## src/hw/rtl/sepq_pkg.sv

```systemverilog
package sepq_pkg;

  // number of slots in the cell chain
  localparam int MAX_ENTRIES = 16;

  // count of stored events, holds 0 .. MAX_ENTRIES
  localparam int CNT_W = $clog2(MAX_ENTRIES + 1);

  // capacity register width
  localparam int CAP_W = 5;

  // common width for comparing count against the capacity limit
  localparam int CMP_W = (CNT_W > CAP_W) ? CNT_W : CAP_W;

  // result field widths
  localparam int TIME_W   = 32;
  localparam int PAYLD_W  = 16;
  localparam int STATUS_W = 2;
  localparam int ECNT_W   = 5;

  // capacity register reset value
  localparam logic [CAP_W-1:0] CAP_RESET = CAP_W'(16);

  typedef enum logic {
    OP_INSERT = 1'b0,
    OP_POP    = 1'b1
  } opcode_t;

  typedef enum logic [STATUS_W-1:0] {
    ST_OK    = 2'd0,
    ST_FULL  = 2'd1,
    ST_EMPTY = 2'd2
  } status_t;

  // one stored event
  typedef struct packed {
    logic [TIME_W-1:0]  ev_time;
    logic [PAYLD_W-1:0] ev_payload;
  } slot_t;

  // operation broadcast to every cell
  typedef struct packed {
    logic  ins;
    logic  pop;
    slot_t item;
  } cell_ctl_t;

endpackage

```

## src/hw/rtl/sepq_cell.sv

```systemverilog
module sepq_cell (
  input  logic              clk,
  input  sepq_pkg::cell_ctl_t ctl,
  input  logic              unused_i,
  input  logic              left_later_i,
  input  sepq_pkg::slot_t   left_slot_i,
  input  sepq_pkg::slot_t   right_slot_i,
  output logic              later_o,
  output sepq_pkg::slot_t   slot_o
);
  import sepq_pkg::*;

  slot_t slot_r;

  // the new event belongs at or before this slot when the slot is free
  // or holds a strictly later time
  assign later_o = unused_i || (slot_r.ev_time > ctl.item.ev_time);
  assign slot_o  = slot_r;

  // insert: shift right past the insertion point, take the new event there
  // pop: shift left by one
  always_ff @(posedge clk) begin
    if (ctl.ins && later_o) begin
      slot_r <= left_later_i ? left_slot_i : ctl.item;
    end else if (ctl.pop) begin
      slot_r <= right_slot_i;
    end
  end

endmodule

```

## src/hw/rtl/sorted_event_priority_queue.sv

```systemverilog
// Sorted event priority queue, earliest time first, stable for equal times.
// Input channel (in_valid / in_stall): in_opcode selects insert or pop;
// in_event_time and in_event_payload carry the event for an insert.
// Every accepted transaction gives exactly one result on the output channel
// (out_valid / out_stall): popped time and payload (zero for inserts and
// failed operations), a status code and the entry count after the operation.
// A result is registered and shown in the cycle after its transaction is
// accepted. One transaction is taken per cycle while in_stall is low; the
// whole operation is done in parallel by the chain of slot cells, each comparing
// its key with the new event and taking data from its left or right neighbor.
// The result register frees itself when taken, so a new transaction is taken
// in the same cycle the previous result leaves. While out_stall holds a
// pending result, in_stall is raised and the result stays unchanged.
// cfg_we writes cfg_data into the capacity limit (values above the slot count
// are clamped, zero refuses every insert). Reset empties the queue, clears
// the output channel and sets the limit to 16; no clearing pass is needed.
module sorted_event_priority_queue (
  input  logic                            clk,
  input  logic                            rst_n,
  input  logic                            cfg_we,
  input  logic [sepq_pkg::CAP_W-1:0]      cfg_data,
  input  logic                            in_valid,
  output logic                            in_stall,
  input  logic                            in_opcode,
  input  logic [sepq_pkg::TIME_W-1:0]     in_event_time,
  input  logic [sepq_pkg::PAYLD_W-1:0]    in_event_payload,
  output logic                            out_valid,
  input  logic                            out_stall,
  output logic [sepq_pkg::TIME_W-1:0]     out_time,
  output logic [sepq_pkg::PAYLD_W-1:0]    out_payload,
  output logic [sepq_pkg::STATUS_W-1:0]   out_status,
  output logic [sepq_pkg::ECNT_W-1:0]     out_entry_count
);
  import sepq_pkg::*;

  logic [CAP_W-1:0]   cap_r;
  logic [CNT_W-1:0]   cnt_r;
  logic [CNT_W-1:0]   cnt_nxt;
  logic               out_valid_r;
  logic [TIME_W-1:0]  out_time_r;
  logic [PAYLD_W-1:0] out_payload_r;
  status_t            out_status_r;
  logic [CNT_W-1:0]   out_cnt_r;

  logic [CMP_W-1:0]   eff_limit;
  logic               accept;
  logic               is_pop;
  logic               full;
  logic               empty;
  status_t            status_nxt;
  cell_ctl_t          ctl;

  slot_t              slots   [MAX_ENTRIES];
  logic               later   [MAX_ENTRIES];
  logic               unused  [MAX_ENTRIES];

  // handshake: stall only while a result is waiting and not taken
  assign in_stall = out_valid_r && out_stall;
  assign accept   = in_valid && !in_stall;
  assign is_pop   = (in_opcode == OP_POP);

  // clamp the limit to the storage size
  always_comb begin
    if (CMP_W'(cap_r) > CMP_W'(MAX_ENTRIES)) begin
      eff_limit = CMP_W'(MAX_ENTRIES);
    end else begin
      eff_limit = CMP_W'(cap_r);
    end
  end

  assign full  = CMP_W'(cnt_r) >= eff_limit;
  assign empty = (cnt_r == '0);

  // operation broadcast to the chain
  assign ctl.ins             = accept && !is_pop && !full;
  assign ctl.pop             = accept && is_pop && !empty;
  assign ctl.item.ev_time    = in_event_time;
  assign ctl.item.ev_payload = in_event_payload;

  // next count and status
  always_comb begin
    cnt_nxt    = cnt_r;
    status_nxt = ST_OK;
    if (is_pop) begin
      if (empty) begin
        status_nxt = ST_EMPTY;
      end else begin
        cnt_nxt = cnt_r - CNT_W'(1);
      end
    end else begin
      if (full) begin
        status_nxt = ST_FULL;
      end else begin
        cnt_nxt = cnt_r + CNT_W'(1);
      end
    end
  end

  // chain of slot cells, slot zero holds the earliest event
  for (genvar i = 0; i < MAX_ENTRIES; i++) begin : g_cell
    assign unused[i] = (CNT_W'(i) >= cnt_r);

    if (i == 0 && MAX_ENTRIES == 1) begin : g_only
      sepq_cell u_cell (
        .clk          (clk),
        .ctl          (ctl),
        .unused_i     (unused[i]),
        .left_later_i (1'b0),
        .left_slot_i  (slots[i]),
        .right_slot_i (slots[i]),
        .later_o      (later[i]),
        .slot_o       (slots[i])
      );
    end else if (i == 0) begin : g_head
      sepq_cell u_cell (
        .clk          (clk),
        .ctl          (ctl),
        .unused_i     (unused[i]),
        .left_later_i (1'b0),
        .left_slot_i  (slots[i]),
        .right_slot_i (slots[i+1]),
        .later_o      (later[i]),
        .slot_o       (slots[i])
      );
    end else if (i == MAX_ENTRIES - 1) begin : g_tail
      sepq_cell u_cell (
        .clk          (clk),
        .ctl          (ctl),
        .unused_i     (unused[i]),
        .left_later_i (later[i-1]),
        .left_slot_i  (slots[i-1]),
        .right_slot_i (slots[i]),
        .later_o      (later[i]),
        .slot_o       (slots[i])
      );
    end else begin : g_mid
      sepq_cell u_cell (
        .clk          (clk),
        .ctl          (ctl),
        .unused_i     (unused[i]),
        .left_later_i (later[i-1]),
        .left_slot_i  (slots[i-1]),
        .right_slot_i (slots[i+1]),
        .later_o      (later[i]),
        .slot_o       (slots[i])
      );
    end
  end

  // control state: capacity, count, result valid
  always_ff @(posedge clk) begin
    if (!rst_n) begin
      cap_r       <= CAP_RESET;
      cnt_r       <= '0;
      out_valid_r <= 1'b0;
    end else begin
      if (cfg_we) begin
        cap_r <= cfg_data;
      end
      if (accept) begin
        cnt_r       <= cnt_nxt;
        out_valid_r <= 1'b1;
      end else if (!out_stall) begin
        out_valid_r <= 1'b0;
      end
    end
  end

  // result payload
  always_ff @(posedge clk) begin
    if (accept) begin
      out_status_r <= status_nxt;
      out_cnt_r    <= cnt_nxt;
      if (ctl.pop) begin
        out_time_r    <= slots[0].ev_time;
        out_payload_r <= slots[0].ev_payload;
      end else begin
        out_time_r    <= '0;
        out_payload_r <= '0;
      end
    end
  end

  assign out_valid       = out_valid_r;
  assign out_time        = out_time_r;
  assign out_payload     = out_payload_r;
  assign out_status      = out_status_r;
  assign out_entry_count = ECNT_W'(out_cnt_r);

endmodule
```

## config.mk

```make
export PLATFORM = sky130hd
export DESIGN_NAME = sorted_event_priority_queue
export DESIGN_NICKNAME = d
export VERILOG_FILES = /design/src/hw/rtl/sepq_pkg.sv /design/src/hw/rtl/sepq_cell.sv /design/src/hw/rtl/sorted_event_priority_queue.sv
export SDC_FILE = /design/constraint.sdc
export NUM_CORES = 2
export LEC_CHECK = 0
export BUFFER_PORTS_ARGS = -buffer_cell sky130_fd_sc_hd__buf_2
export CAP_MARGIN = 20
export CORE_UTILIZATION = 30
export CTS_BUF_LIST = sky130_fd_sc_hd__clkbuf_8
export DETAILED_ROUTE_END_ITERATION = 12
export SYNTH_ARGS = -nofsm -noshare
export SYNTH_HDL_FRONTEND = slang
export SYNTH_SLANG_ARGS = --single-unit
```

## constraint.sdc

```tcl
create_clock -name clk -period 10.05 [get_ports clk]
set_clock_uncertainty 0.1 [all_clocks]
set_input_delay 0.5025 -clock clk [delete_from_list [all_inputs] [get_ports clk]]
set_output_delay 0.5025 -clock clk [all_outputs]
set_load 0.03 [all_outputs]
```

==> results_dict.tcl <==
set metrics [dict create \
    result_of_the_run "finished, final reports clean" \
    reg2reg_slack_ns 4.34 \
    fp.coreArea_sq_um 179000 \
    dr.first_iter.drc_count 4920 \
    final_antenna_net_count 0 \
    post-cts-setup-buffer-count 0 \
    postPlaceCellArea_sq_um 57440 \
    timing.hold.worst.class "in2reg" \
    synth_sequential_area_ratio 0.4602 \
    globalRouteOverflowTotal 0 \
    cell_type_contributing_the_most_total_cell_area_after_synthesis "sky130_fd_sc_hd__edfxtp_1" \
    grt_pass1_wl_mm 299.5 \
    via_per_inst 5.844 \
    drt_pre_antenna_iters 6 \
    ws_path_type "in2reg" \
    timing.final.max_slew_violations 0 \
    post-layout-total-power_mw 12.33 \
    yosys_most_used_dff "sky130_fd_sc_hd__edfxtp_1" \
    antenna_found_initial 22 \
    drt_drc_violations_left 0 \
    gp_congestion 1.045 \
    initial_utilization 0.3027 \
    synth_nets 5104 \
    relSlewSlack 0.2148 \
    die-area_sq_um 182300 \
    syn_area_sq_um 54180 \
    postSynthAreaPerCell_sq_um 11.98 \
    cts-root-to-sink-buffers 3 \
    timing.critical_path.from_type "input pin" \
    cts-resized-gates 0 \
    grt_start_max_net_pins 74 \
    timing.final.crit_period_ns 6.247 \
    ys_top_cells_by_area "sky130_fd_sc_hd__edfxtp_1, sky130_fd_sc_hd__mux2_2, sky130_fd_sc_hd__ha_1" \
    cts_num_sinks 834 \
    crit_arrival_ns 6.91 \
    synth.top_cell.area_share 0.4561 \
    clock-root-buffer "sky130_fd_sc_hd__clkbuf_8" \
    grt_setup_unrepaired "no" \
    fin_nets 5209 \
    post_synth_inst_count 4523 \
    finish.utilization 0.3395 \
    worstPathRequired_ns 10.71 \
    fin_area_sq_um 60760 \
    timing.setup.tns_ns 0 \
    routed_wl_mm 212.2 \
    globalRouteTotalUtil 0.2279 \
    min_period_over_period 0.6216 \
    cts_max_level 4 \
    cts_made_buffers 155 \
    floorplan.rows 155 \
    drive_gt1_frac 0.2726 \
    cts_tree "yes" \
    p_leak_nw 22.46 \
    cts_hold_buf 46 \
    fp.dieW_microns 427.0 \
    async_reset_ff_frac 0 \
    ir_worst_vdd_mv 0.1332 \
    warnings_synthesis 0 \
    tightestPinTransition_ns 1.167 \
    drt-wirelength-per-cell_microns 29.86 \
    drv.max_cap_violation_count 0 \
    synth.lib_cells_used.distinct 83 \
    clock.fmax_mhz 160.1 \
    worst_setup_hold_path_clk_slew_ns 0.06 \
    first_global_vias 40340 \
    vias 41530 \
    timing.final.setup_violations 0 \
    yosysMostFrequentCell "sky130_fd_sc_hd__edfxtp_1" \
    ys_ff_latch 834 \
    cp-end-kind "flop" \
    finalHoldViolations 0 \
    chipHeight_microns 427.0 \
    clock_insertion_delay_worst_skew_ns 0.92 \
    yosys-top-cells-count "sky130_fd_sc_hd__edfxtp_1, sky130_fd_sc_hd__mux2_2, sky130_fd_sc_hd__ha_1" \
    ioPinCount 116 \
    signed_area_change_from_the_synthesized_netlist_to_the_final_layout_pct 12.15 \
    detailedPlacementHpwl_mm 142.0 \
    synth_enable_flop_cells 823 \
    p_per_area_nw_per_um2 203.0 \
    cp_max_fo 39 \
    place.port_buffers 115 \
]
-- power by group --
group | internal, mW | switching [mW] | leakage (nW) | total, mW
Sequential | 4.75 | 0.530 | 7.86 | 5.28
Clock | 1.57 | 1.61 | 1.65 | 3.18
Combinational | 1.53 | 2.34 | 12.9 | 3.88
-- cell families after synthesis --
logic type      Yosys count  synth area share
compound gates          986            0.1145
xor+xnor                  6         0.0009699
fa+ha+maj               522            0.1205
buf+inv                 376           0.02861
flops                   834            0.4602
mux                     980            0.1992
simple gates            819           0.07600
-- final timing paths --
path / end / cells after the start / startpoint
max: g_cell[3].g_mid.u_cell.slot_o[30] / 12 / in_event_time[13]
min: g_cell[5].g_mid.u_cell.slot_o[46] / 3 / in_event_time[30]
max reg2reg: g_cell[12].g_mid.u_cell.slot_o[39] / 10 / cnt_r[1]
min reg2reg: g_cell[14].g_mid.u_cell.slot_o[7] / 1 / g_cell[15].g_tail.u_cell.slot_o[7]
-- worst max-delay path: stages --
cell	delay (ns)
sky130_fd_sc_hd__dlygate4sd3_1	0.53
sky130_fd_sc_hd__buf_2	0.32
sky130_fd_sc_hd__inv_1	0.46
sky130_fd_sc_hd__ha_1	0.47
sky130_fd_sc_hd__nand4_1	0.27
sky130_fd_sc_hd__nor4_1	0.92
sky130_fd_sc_hd__nand3_1	0.49
sky130_fd_sc_hd__o41a_1	0.37
sky130_fd_sc_hd__o21ai_4	0.61
sky130_fd_sc_hd__nand3b_1	0.79
sky130_fd_sc_hd__buf_4	0.80
sky130_fd_sc_hd__o221a_2	0.33
-- state kept, by name, indices dropped and copies added (netlist names) --
signal	flops
g_cell.g_head.u_cell.slot_o	48
out_time	32
g_cell.g_mid.u_cell.slot_o	672
out_valid	1
out_payload	16
cnt_r	5
cap_r	5
out_status	2
out_entry_count	5
g_cell.g_tail.u_cell.slot_o	48
-- layer usage --
metal	up-vias	GRT usage	share of wire
met4	20	0.1111	0.054
met3	529	0.05011	0.094
met2	2238	0.3522	0.44
met5	-	0	0.00061
li1	17860	-	-
met1	20890	0.3001	0.41
-- layout make-up --
| cell class | count | area (sq um) |
|---|---|---|
| diodes | 8 | 20.02 |
| clock buffers | 157 | 2161 |
| clock inverters | 116 | 670.6 |
| fillers | 17730 | 118200 |
| inverters | 79 | 299.0 |
| multi-input cells | 3313 | 28060 |
| flip-flops and latches | 834 | 24930 |
| well taps | 2355 | 2947 |
| repair buffers | 245 | 1670 |
-- cell usage in the layout (no fill, tap or decap), drive strengths merged, types with 19 or more instances in the layout --
cell / n
a21bo: 47
a21o: 62
a21oi: 407
a31oi: 102
and3: 53
buf: 199
clkbuf: 157
clkinv: 41
dlygate4sd3: 46
edfxtp: 823
ha: 522
inv: 146
mux2: 785
mux2i: 195
nand2: 109
nand2b: 54
nand3: 96
nand4: 117
nor2: 236
nor2b: 28
nor3: 77
nor4: 19
o211ai: 24
o21ai: 186
o221a: 48
-- stage by stage --
stage / hold WS [ns] / std cells / setup slack (ns)
floorplan: 0.3520 / 4523 / 3.215
global placement: 0.3703 / 6776 / 3.700
detailed placement: 0.3866 / 6779 / 3.725
CTS: 0.0003176 / 7098 / 4.257
global route: 0.04548 / 7106 / 3.907
finish: 0.06772 / 7107 / 3.803
No activity file was read; power rests on OpenSTA's default activity.
